`config.mk`:
```
export PLATFORM = sky130hd
export DESIGN_NAME = matrix_multiply_engine_unit
export DESIGN_NICKNAME = d
export VERILOG_FILES = /design/src/rtl/mme_pkg.sv /design/src/rtl/mme_ctrl.sv /design/src/rtl/mme_datapath.sv /design/src/rtl/matrix_multiply_engine_unit.sv
export SDC_FILE = /design/constraint.sdc
export NUM_CORES = 2
export LEC_CHECK = 0
export CORE_MARGIN = 3
export CORE_UTILIZATION = 55
export DETAILED_ROUTE_END_ITERATION = 10
export DONT_BUFFER_PORTS = 1
export GPL_TIMING_DRIVEN = 0
export HOLD_SLACK_MARGIN = 0.05
export PLACE_DENSITY = 0.77
export SLEW_MARGIN = 20
export SYNTH_ARGS = -nofsm -noshare
export SYNTH_HDL_FRONTEND = slang
export SYNTH_HIERARCHICAL = 1
export SYNTH_SLANG_ARGS = --single-unit
```
`constraint.sdc`:
```
create_clock -name clk -period 12.4 [get_ports clk]
set_input_delay 2.48 -clock clk [delete_from_list [all_inputs] [get_ports clk]]
set_output_delay 2.48 -clock clk [all_outputs]
set_load 0.02 [all_outputs]
```
`src/rtl/mme_pkg.sv`:
```
// Shared types, codes and a helper function for the matrix multiply engine.
// Used by mme_ctrl, mme_datapath and matrix_multiply_engine_unit; no dependencies.
`timescale 1ns / 1ps

package mme_pkg;

  localparam int DEFAULT_MAX_DIM = 8;
  localparam int DIM_W           = 4;   // width of a dimension register
  localparam int IDX_W           = 3;   // width of a row or column index
  localparam int ELEM_W          = 16;  // Q8.8 element
  localparam int PROD_W          = 2 * ELEM_W;  // Q16.16 product
  localparam int ACC_W           = 35;  // Q19.16 dot product
  localparam int KIND_W          = 2;
  localparam int CFG_IDX_W       = 2;
  localparam int S_TDATA_W       = 24;
  localparam int M_TDATA_W       = 48;

  localparam logic [DIM_W-1:0] DIM_RESET = 4'd8;

  // Item kinds carried on s_tuser.
  localparam logic [KIND_W-1:0] KIND_LOAD_A = 2'd0;
  localparam logic [KIND_W-1:0] KIND_LOAD_B = 2'd1;
  localparam logic [KIND_W-1:0] KIND_START  = 2'd2;

  // Configuration register indexes.
  localparam logic [CFG_IDX_W-1:0] REG_ROWS_A     = 2'd0;
  localparam logic [CFG_IDX_W-1:0] REG_INNER_SIZE = 2'd1;
  localparam logic [CFG_IDX_W-1:0] REG_COLS_B     = 2'd2;

  typedef enum logic [1:0] {
    ST_IDLE,
    ST_ISSUE,
    ST_WAIT,
    ST_PUSH
  } ctrl_state_t;

  // Commands from the controller to the datapath.
  typedef struct packed {
    logic             wr_a;
    logic             wr_b;
    logic             rd_en;
    logic             first;
    logic             last_k;
    logic [IDX_W-1:0] i;
    logic [IDX_W-1:0] j;
    logic [IDX_W-1:0] k;
    logic             push;
    logic             push_last;
  } dp_cmd_t;

  // Status from the datapath back to the controller.
  typedef struct packed {
    logic acc_done;
    logic out_free;
  } dp_status_t;

  // A dimension of zero acts as one, anything above the store size acts as the store size.
  function automatic logic [DIM_W-1:0] eff_dim(input logic [DIM_W-1:0] v,
                                               input logic [DIM_W-1:0] max_d);
    logic [DIM_W-1:0] d;
    d = v;
    if (d == '0) d = DIM_W'(1);
    if (d > max_d) d = max_d;
    return d;
  endfunction

endpackage

```
`src/rtl/mme_ctrl.sv`:
```
// Sequencer of the matrix multiply engine: walks i, j and k for a product run.
// Depends on mme_pkg; drives mme_datapath through dp_cmd_t and reads dp_status_t.
`timescale 1ns / 1ps

module mme_ctrl (
  input  logic                          clk,
  input  logic                          rst,
  input  logic                          s_tvalid,
  output logic                          s_tready,
  input  logic [mme_pkg::KIND_W-1:0]    kind,
  input  logic [mme_pkg::DIM_W-1:0]     dim_n,
  input  logic [mme_pkg::DIM_W-1:0]     dim_p,
  input  logic [mme_pkg::DIM_W-1:0]     dim_m,
  input  mme_pkg::dp_status_t           status,
  output mme_pkg::dp_cmd_t              cmd
);
  import mme_pkg::*;

  ctrl_state_t      state, state_next;
  logic [IDX_W-1:0] i, i_next, j, j_next, k, k_next;
  logic             accept;
  logic             k_end, j_end, i_end;

  assign accept = s_tvalid && s_tready;
  assign k_end  = ({1'b0, k} == dim_p - DIM_W'(1));
  assign j_end  = ({1'b0, j} == dim_m - DIM_W'(1));
  assign i_end  = ({1'b0, i} == dim_n - DIM_W'(1));

  always_ff @(posedge clk) begin
    if (rst) begin
      state <= ST_IDLE;
      i     <= '0;
      j     <= '0;
      k     <= '0;
    end else begin
      state <= state_next;
      i     <= i_next;
      j     <= j_next;
      k     <= k_next;
    end
  end

  // Next state.
  always_comb begin
    state_next = state;
    case (state)
      ST_IDLE: begin
        if (accept && kind == KIND_START) state_next = ST_ISSUE;
      end
      ST_ISSUE: begin
        if (k_end) state_next = ST_WAIT;
      end
      ST_WAIT: begin
        if (status.acc_done) state_next = ST_PUSH;
      end
      ST_PUSH: begin
        if (status.out_free) state_next = (i_end && j_end) ? ST_IDLE : ST_ISSUE;
      end
      default: state_next = ST_IDLE;
    endcase
  end

  // Loop counters.
  always_comb begin
    i_next = i;
    j_next = j;
    k_next = k;
    case (state)
      ST_IDLE: begin
        i_next = '0;
        j_next = '0;
        k_next = '0;
      end
      ST_ISSUE: begin
        if (!k_end) k_next = k + IDX_W'(1);
      end
      ST_PUSH: begin
        if (status.out_free) begin
          k_next = '0;
          if (j_end) begin
            j_next = '0;
            i_next = i + IDX_W'(1);
          end else begin
            j_next = j + IDX_W'(1);
          end
        end
      end
      default: ;
    endcase
  end

  // Outputs.
  always_comb begin
    s_tready      = 1'b0;
    cmd           = '0;
    cmd.i         = i;
    cmd.j         = j;
    cmd.k         = k;
    cmd.first     = (k == '0);
    cmd.last_k    = k_end;
    cmd.push_last = i_end && j_end;
    case (state)
      ST_IDLE: begin
        s_tready = 1'b1;
        cmd.wr_a = accept && kind == KIND_LOAD_A;
        cmd.wr_b = accept && kind == KIND_LOAD_B;
      end
      ST_ISSUE: cmd.rd_en = 1'b1;
      ST_PUSH:  cmd.push  = status.out_free;
      default: ;
    endcase
  end

endmodule

```
`src/rtl/mme_datapath.sv`:
```
// Datapath of the matrix multiply engine: A and B stores, one MAC and the result register.
// Depends on mme_pkg; commanded by mme_ctrl.
`timescale 1ns / 1ps

module mme_datapath #(
  parameter int MAX_DIM = mme_pkg::DEFAULT_MAX_DIM
) (
  input  logic                            clk,
  input  logic                            rst,
  input  mme_pkg::dp_cmd_t                cmd,
  output mme_pkg::dp_status_t             status,
  input  logic [mme_pkg::IDX_W-1:0]       row,
  input  logic [mme_pkg::IDX_W-1:0]       col,
  input  logic signed [mme_pkg::ELEM_W-1:0] elem_value,
  output logic                            m_tvalid,
  input  logic                            m_tready,
  output logic [mme_pkg::IDX_W-1:0]       out_row,
  output logic [mme_pkg::IDX_W-1:0]       out_col,
  output logic signed [mme_pkg::ACC_W-1:0] product_value,
  output logic                            last
);
  import mme_pkg::*;

  localparam int DEPTH = MAX_DIM * MAX_DIM;
  localparam int AW    = (DEPTH > 1) ? $clog2(DEPTH) : 1;

  logic [ELEM_W-1:0]        a_mem [DEPTH];
  logic [ELEM_W-1:0]        b_mem [DEPTH];
  logic [AW-1:0]            wr_addr, a_raddr, b_raddr;
  logic                     wr_ok;
  logic signed [ELEM_W-1:0] a_rdata, b_rdata;
  logic signed [PROD_W-1:0] prod;
  logic signed [ACC_W-1:0]  acc, acc_sum;
  logic                     d1_valid, d1_first, d1_last;
  logic                     d2_valid, d2_first, d2_last;
  logic                     acc_done;

  assign wr_ok   = ({1'b0, row} < DIM_W'(MAX_DIM)) && ({1'b0, col} < DIM_W'(MAX_DIM));
  assign wr_addr = AW'(int'(row) * MAX_DIM + int'(col));
  assign a_raddr = AW'(int'(cmd.i) * MAX_DIM + int'(cmd.k));
  assign b_raddr = AW'(int'(cmd.k) * MAX_DIM + int'(cmd.j));

  always_ff @(posedge clk) begin
    if (cmd.wr_a && wr_ok) a_mem[wr_addr] <= elem_value;
    if (cmd.wr_b && wr_ok) b_mem[wr_addr] <= elem_value;
    a_rdata <= a_mem[a_raddr];
    b_rdata <= b_mem[b_raddr];
  end

  // Two-stage MAC: registered product, then accumulate.
  assign acc_sum = (d2_first ? '0 : acc) + ACC_W'(prod);

  always_ff @(posedge clk) begin
    prod <= a_rdata * b_rdata;
    if (d2_valid) acc <= acc_sum;
  end

  always_ff @(posedge clk) begin
    if (rst) begin
      d1_valid <= 1'b0;
      d2_valid <= 1'b0;
      acc_done <= 1'b0;
    end else begin
      d1_valid <= cmd.rd_en;
      d2_valid <= d1_valid;
      acc_done <= d2_valid && d2_last;
    end
  end

  always_ff @(posedge clk) begin
    d1_first <= cmd.first;
    d1_last  <= cmd.last_k;
    d2_first <= d1_first;
    d2_last  <= d1_last;
  end

  // Result register: a finished element waits here for the downstream side.
  assign status.acc_done = acc_done;
  assign status.out_free = !m_tvalid || m_tready;

  always_ff @(posedge clk) begin
    if (rst) begin
      m_tvalid <= 1'b0;
    end else if (cmd.push) begin
      m_tvalid <= 1'b1;
    end else if (m_tready) begin
      m_tvalid <= 1'b0;
    end
  end

  always_ff @(posedge clk) begin
    if (cmd.push) begin
      out_row       <= cmd.i;
      out_col       <= cmd.j;
      product_value <= acc;
      last          <= cmd.push_last;
    end
  end

endmodule

```
`src/rtl/matrix_multiply_engine_unit.sv`:
```
// Matrix multiply engine C = A x B over Q8.8 elements with exact Q19.16 dot products.
// A start item yields one result per element of the clamped rows_a by cols_b shape,
// each built by one MAC issue per inner step through the single multiplier, then the
// store read and MAC pipeline, then a hand-off to the result register once it is free.
// Synchronous reset clears the sequencer and result valid and sets all dimensions to 8;
// the A and B stores are not cleared and read as undefined until written.
`timescale 1ns / 1ps

module matrix_multiply_engine_unit #(
  parameter int MAX_DIM = mme_pkg::DEFAULT_MAX_DIM
) (
  input  logic                              clk,
  input  logic                              rst,
  // Input items.
  input  logic                              s_tvalid,
  output logic                              s_tready,
  input  logic [mme_pkg::S_TDATA_W-1:0]     s_tdata,   // row[2:0], col[5:3], elem_value[21:6]
  input  logic [mme_pkg::KIND_W-1:0]        s_tuser,   // kind[1:0]
  // Result items.
  output logic                              m_tvalid,
  input  logic                              m_tready,
  output logic [mme_pkg::M_TDATA_W-1:0]     m_tdata,   // out_row[2:0], out_col[5:3],
                                                       // product_value[40:6]
  output logic                              m_tlast,
  // Configuration writes.
  input  logic                              cfg_we,
  input  logic [mme_pkg::CFG_IDX_W-1:0]     cfg_index,
  input  logic [mme_pkg::DIM_W-1:0]         cfg_data
);
  import mme_pkg::*;

  logic [DIM_W-1:0]         rows_a, inner_size, cols_b;
  logic [DIM_W-1:0]         dim_n, dim_p, dim_m;
  dp_cmd_t                  cmd;
  dp_status_t               status;
  logic [IDX_W-1:0]         out_row, out_col;
  logic signed [ACC_W-1:0]  product_value;

  // Dimension registers. Writes to an index past the list are dropped.
  always_ff @(posedge clk) begin
    if (rst) begin
      rows_a     <= DIM_RESET;
      inner_size <= DIM_RESET;
      cols_b     <= DIM_RESET;
    end else if (cfg_we) begin
      case (cfg_index)
        REG_ROWS_A:     rows_a     <= cfg_data;
        REG_INNER_SIZE: inner_size <= cfg_data;
        REG_COLS_B:     cols_b     <= cfg_data;
        default: ;
      endcase
    end
  end

  // Clamp the programmed sizes into the range the stores can hold.
  assign dim_n = eff_dim(rows_a, DIM_W'(MAX_DIM));
  assign dim_p = eff_dim(inner_size, DIM_W'(MAX_DIM));
  assign dim_m = eff_dim(cols_b, DIM_W'(MAX_DIM));

  mme_ctrl u_ctrl (
    .clk      (clk),
    .rst      (rst),
    .s_tvalid (s_tvalid),
    .s_tready (s_tready),
    .kind     (s_tuser),
    .dim_n    (dim_n),
    .dim_p    (dim_p),
    .dim_m    (dim_m),
    .status   (status),
    .cmd      (cmd)
  );

  mme_datapath #(
    .MAX_DIM (MAX_DIM)
  ) u_datapath (
    .clk           (clk),
    .rst           (rst),
    .cmd           (cmd),
    .status        (status),
    .row           (s_tdata[2:0]),
    .col           (s_tdata[5:3]),
    .elem_value    (s_tdata[21:6]),
    .m_tvalid      (m_tvalid),
    .m_tready      (m_tready),
    .out_row       (out_row),
    .out_col       (out_col),
    .product_value (product_value),
    .last          (m_tlast)
  );

  assign m_tdata = {7'd0, product_value, out_col, out_row};

endmodule

```
==> impl_summary.log <==
[metrics] number of nets in the layout: 5,525
[metrics] share of synthesized flip-flops with an asynchronous set or reset: 0
[metrics] growth of design area from synthesis to finish: 12.4%
[metrics] launch instance of the worst min-delay path: u_datapath/d1_first
[metrics] Congestion Overflow GR: 0
[metrics] crit path time final: just over 7 ns
[metrics] Max rail drop VDD: 0.000688 V
[metrics] Die Ht: between 400 and 500 um
[metrics] average vias per placed instance: 6.44
[metrics] slowest stage cell, crit path: dfxtp_1
[metrics] post-route DRC violation count: 0
[metrics] worst min path class: flop to flop
[metrics] largest net degree at the start of global routing: 129
[metrics] commonest non-fill, non-tap cell in the layout: edfxtp_1
[metrics] layout cell share with drive strength beyond 1: 0.250
[metrics] top flip-flop cell by instance count after synthesis: edfxtp_1
[metrics] count of input and output buffers: 0
[metrics] DRC violation total after the first TritonRoute iteration: 6,846
[metrics] number of stages on the worst hold path: 0
[metrics] I/O pin cnt: 88
[metrics] number of post-CTS setup repair buffers: 0
[metrics] number of synthesized flops with an enable pin: 2,125
[metrics] CTS H-tree depth: 4
[metrics] number of search-and-repair iterations in the first detailed-routing pass: 8
[metrics] max capacitance violation total: 0
[metrics] total power: 0.0278 W
[metrics] number of vias in the routed layout: 49,000
[metrics] core area: 172,000 um2
[metrics] reported leakage power: 34.8 nW
[metrics] Post-Route Setup TNS: 0 ns
[metrics] Clock Tree Buf Depth: 3
[metrics] Warnings, synthesis: 6
[metrics] final estimated routing congestion in global placement: 0.925
[metrics] total of cells resized after clock tree synthesis: 0
[metrics] delay of the slowest critical-path stage: 0.66 ns
[metrics] final core utilization: 0.623
[metrics] Inserted Clock Buffers: approximately 210
[metrics] Hold Fails Final Rpt: 0
[metrics] post-detail-place hpwl: 145 mm
[metrics] worst slew pin tran: 1.25 ns
[metrics] end of the worst register-to-register path: u_datapath/prod[31]
[metrics] CP dominant cell by count: fa_1
[metrics] kind of end point of the critical path: flop
[metrics] flops & latches, synth: about 2,200
[metrics] ratio of total power to cell area: 260 nW/um2
[metrics] number of antenna violations at the first check in global routing: 22
[metrics] hold worst-path end: u_datapath/d2_first
[metrics] largest fanout on the critical path: 10
[metrics] average wire length per cell after detail routing: 31.1 um
[metrics] final-layout worst hold slack: 0.336 ns
[metrics] CTS Sinks: roughly 2,200
[metrics] wire length of the first global-routing pass: 348 mm
[metrics] CTS tree: yes
[metrics] standard cell area after detailed placement: 100,000 um2
[metrics] skew final: between 0.07 and 0.08 ns
[metrics] worst reg-to-reg path cell count: 23
[metrics] share of the clock period used by the worst path after layout: 0.573
[metrics] Gate Count Post-Synth: around 4,800
[metrics] setup repair after global routing missed its margin: false
[metrics] Placement Rows: 152
[metrics] setup violators final: 0
[metrics] hold buffers post-CTS: 0
[metrics] max_slew headroom: 0.169
[metrics] Netlist Area Pre-Place: between 90,000 and 100,000 um2
[metrics] number of global-route vias before repair: 49,800
[metrics] post-route antenna net violation count: 0
[metrics] CTS Root Cell: clkbuf_16
[metrics] Worst-Skew Late Latency: 0.88 ns
[metrics] starting utilization of the core area: 0.554
[metrics] worst-case register-to-register setup slack: around 5.3 ns
[metrics] proportion of synthesized chip area in sequential cells: 0.690
[metrics] DIE WIDTH: 422 um
[metrics] series of cell instances along the critical path: clkbuf_1 -> nand2_1 -> fa_1 -> inv_1 -> fa_1 -> inv_1 -> fa_1 -> inv_1 -> fa_1 -> fa_1 -> inv_1 -> fa_1 -> inv_1 -> ha_1 -> buf_2 -> nand4_1 -> or3_1 -> o311ai_2 -> a2111oi_2 -> nor2_1 -> a211o_1 -> a21oi_1 -> xnor2_1
[metrics] final wirelength: 237 mm
[metrics] commonest cells after routing, fill and taps aside: edfxtp_1, mux4_2, inv_1
[metrics] Final Max Slew Viols: 0
[metrics] startpoint of the worst register-to-register path: u_datapath/b_rdata[8]
[metrics] category of the critical setup timing path: flop to flop
[metrics] sort of element at the start of the critical path: flop
[metrics] total routing usage reported by global routing: 0.270
[metrics] number of distinct standard cells referenced by the synthesized netlist: approximately 80
[metrics] signal arrival time at the worst endpoint: a little under 8 ns
[metrics] Post-Syn Area per Cell: 20.0 um2
[metrics] clock-pin slew of the registers on the worst-case setup and hold paths: 0.06 ns
[metrics] area enclosed by the die boundary: 178,000 um2
[metrics] Highest Clock Rate: around 0.14 GHz
[metrics] result of the run: finished clean
[metrics] area of all placed cells without fillers: 107,000 um2
[metrics] Crit path required time: 13.11 ns
-- sequential cells by signal, indices dropped and copies added (netlist names), 2 cells and up --
| name | flops |
|---|---|
| inner_size | 4 |
| u_ctrl/k | 3 |
| u_datapath/a_mem | 1024 |
| u_datapath/b_mem | 1024 |
| u_datapath/out_row | 3 |
| u_datapath/b_rdata | 16 |
| u_datapath/product_value | 35 |
| u_ctrl/state | 2 |
| u_datapath/a_rdata | 16 |
| u_datapath/prod | 32 |
| u_datapath/out_col | 3 |
| u_datapath/acc | 35 |
| u_ctrl/i | 3 |
| rows_a | 4 |
| cols_b | 4 |
| u_ctrl/j | 3 |
-- critical path, delay by kind of cell, from the launching register on --
family / cells / cell delay [ns]
AO/OA/AOI/OAI: 4 / 0.89
XOR/XNOR: 1 / 0.12
adder cells (fa/ha/maj): 7 / 3.26
buffers and inverters: 7 / 0.98
flip-flops: 1 / 0.66
AND/OR/NAND/NOR: 4 / 1.00
-- synthesized netlist by cell type (all sizes together), types with 9 or more instances --
cell,n,area share
a21o,24,0.0019
a21oi,53,0.0029
and2,129,0.0085
buf,99,0.0052
clkbuf,123,0.0049
dfxtp,95,0.020
edfxtp,2125,0.67
fa,263,0.055
ha,128,0.017
inv,329,0.013
mux2i,13,0.0014
mux4,672,0.16
nand2,159,0.0063
nand2b,27,0.0018
nand3,13,0.00068
nand3b,9,0.00071
nand4,11,0.00072
nor2,192,0.0076
nor2b,47,0.0031
nor3,18,0.0010
o211ai,9,0.00076
o21a,12,0.00095
o21ai,32,0.0017
o21bai,11,0.00091
xnor2,56,0.0052
xor2,23,0.0021
-- worst max path at each step --
stage | slack, ns | start | cells after the start | end
global route | 4.93 | u_datapath/b_rdata[8] | 23 | u_datapath/prod[30]
finish | 5.30 | u_datapath/b_rdata[8] | 23 | u_datapath/prod[31]
global placement | 5.39 | u_datapath/a_rdata[15] | 21 | u_datapath/prod[30]
detailed placement | 5.32 | u_datapath/a_rdata[15] | 21 | u_datapath/prod[30]
CTS | 5.36 | u_datapath/b_rdata[2] | 21 | u_datapath/prod[30]
floorplan | 6.37 | u_datapath/a_rdata[15] | 21 | u_datapath/prod[31]
-- layer usage --
layer	vias to the layer above	track usage	routed length [um]
met3	591	0.0647	27500
met4	8	0.101	10100
met5	-	0	49
li1	19400	-	-
met1	25500	0.375	86000
met2	3502	0.422	113000
-- cell type report --
type                            count  area (um2)
Fill cell                       11100       64800
Tap cell                         2310        2890
Clock inverter                    145        1490
Timing Repair Buffer              127        1600
Clock buffer                      249        5380
Inverter                          329        1230
Buffer                            222         967
Sequential cell                  2220       65700
Antenna cell                       15        37.5
Multi-Input combinational cell   1988       27600
-- per-stage QoR --
stage / setup WS (ns) / instances
global route: 4.93 / 7593
detailed placement: 5.32 / 7196
finish: 5.30 / 7605
global placement: 5.39 / 7069
floorplan: 6.37 / 4759
CTS: 5.36 / 7590
-- where the power goes --
| group | switching [W] | leakage, nW | internal (W) |
|---|---|---|---|
| combinational | 0.00710 | 11.6 | 0.00566 |
| clock | 0.00281 | 3.34 | 0.00358 |
| sequential | 0.0000862 | 19.9 | 0.00856 |
-- cell families (layout without fill, tap and decap cells) --
family / after synthesis / count (layout) / synth area share
compound gates: 192 / 192 / 0.0139
buf+inv: 551 / 1072 / 0.0230
other cells: 1 / 22 / 0.0000394
flops: 2220 / 2220 / 0.690
xor+xnor: 80 / 80 / 0.00751
fa+ha+maj: 391 / 391 / 0.0721
mux: 685 / 685 / 0.160
simple gates: 633 / 633 / 0.0327
(Power assumes the default switching activity.)
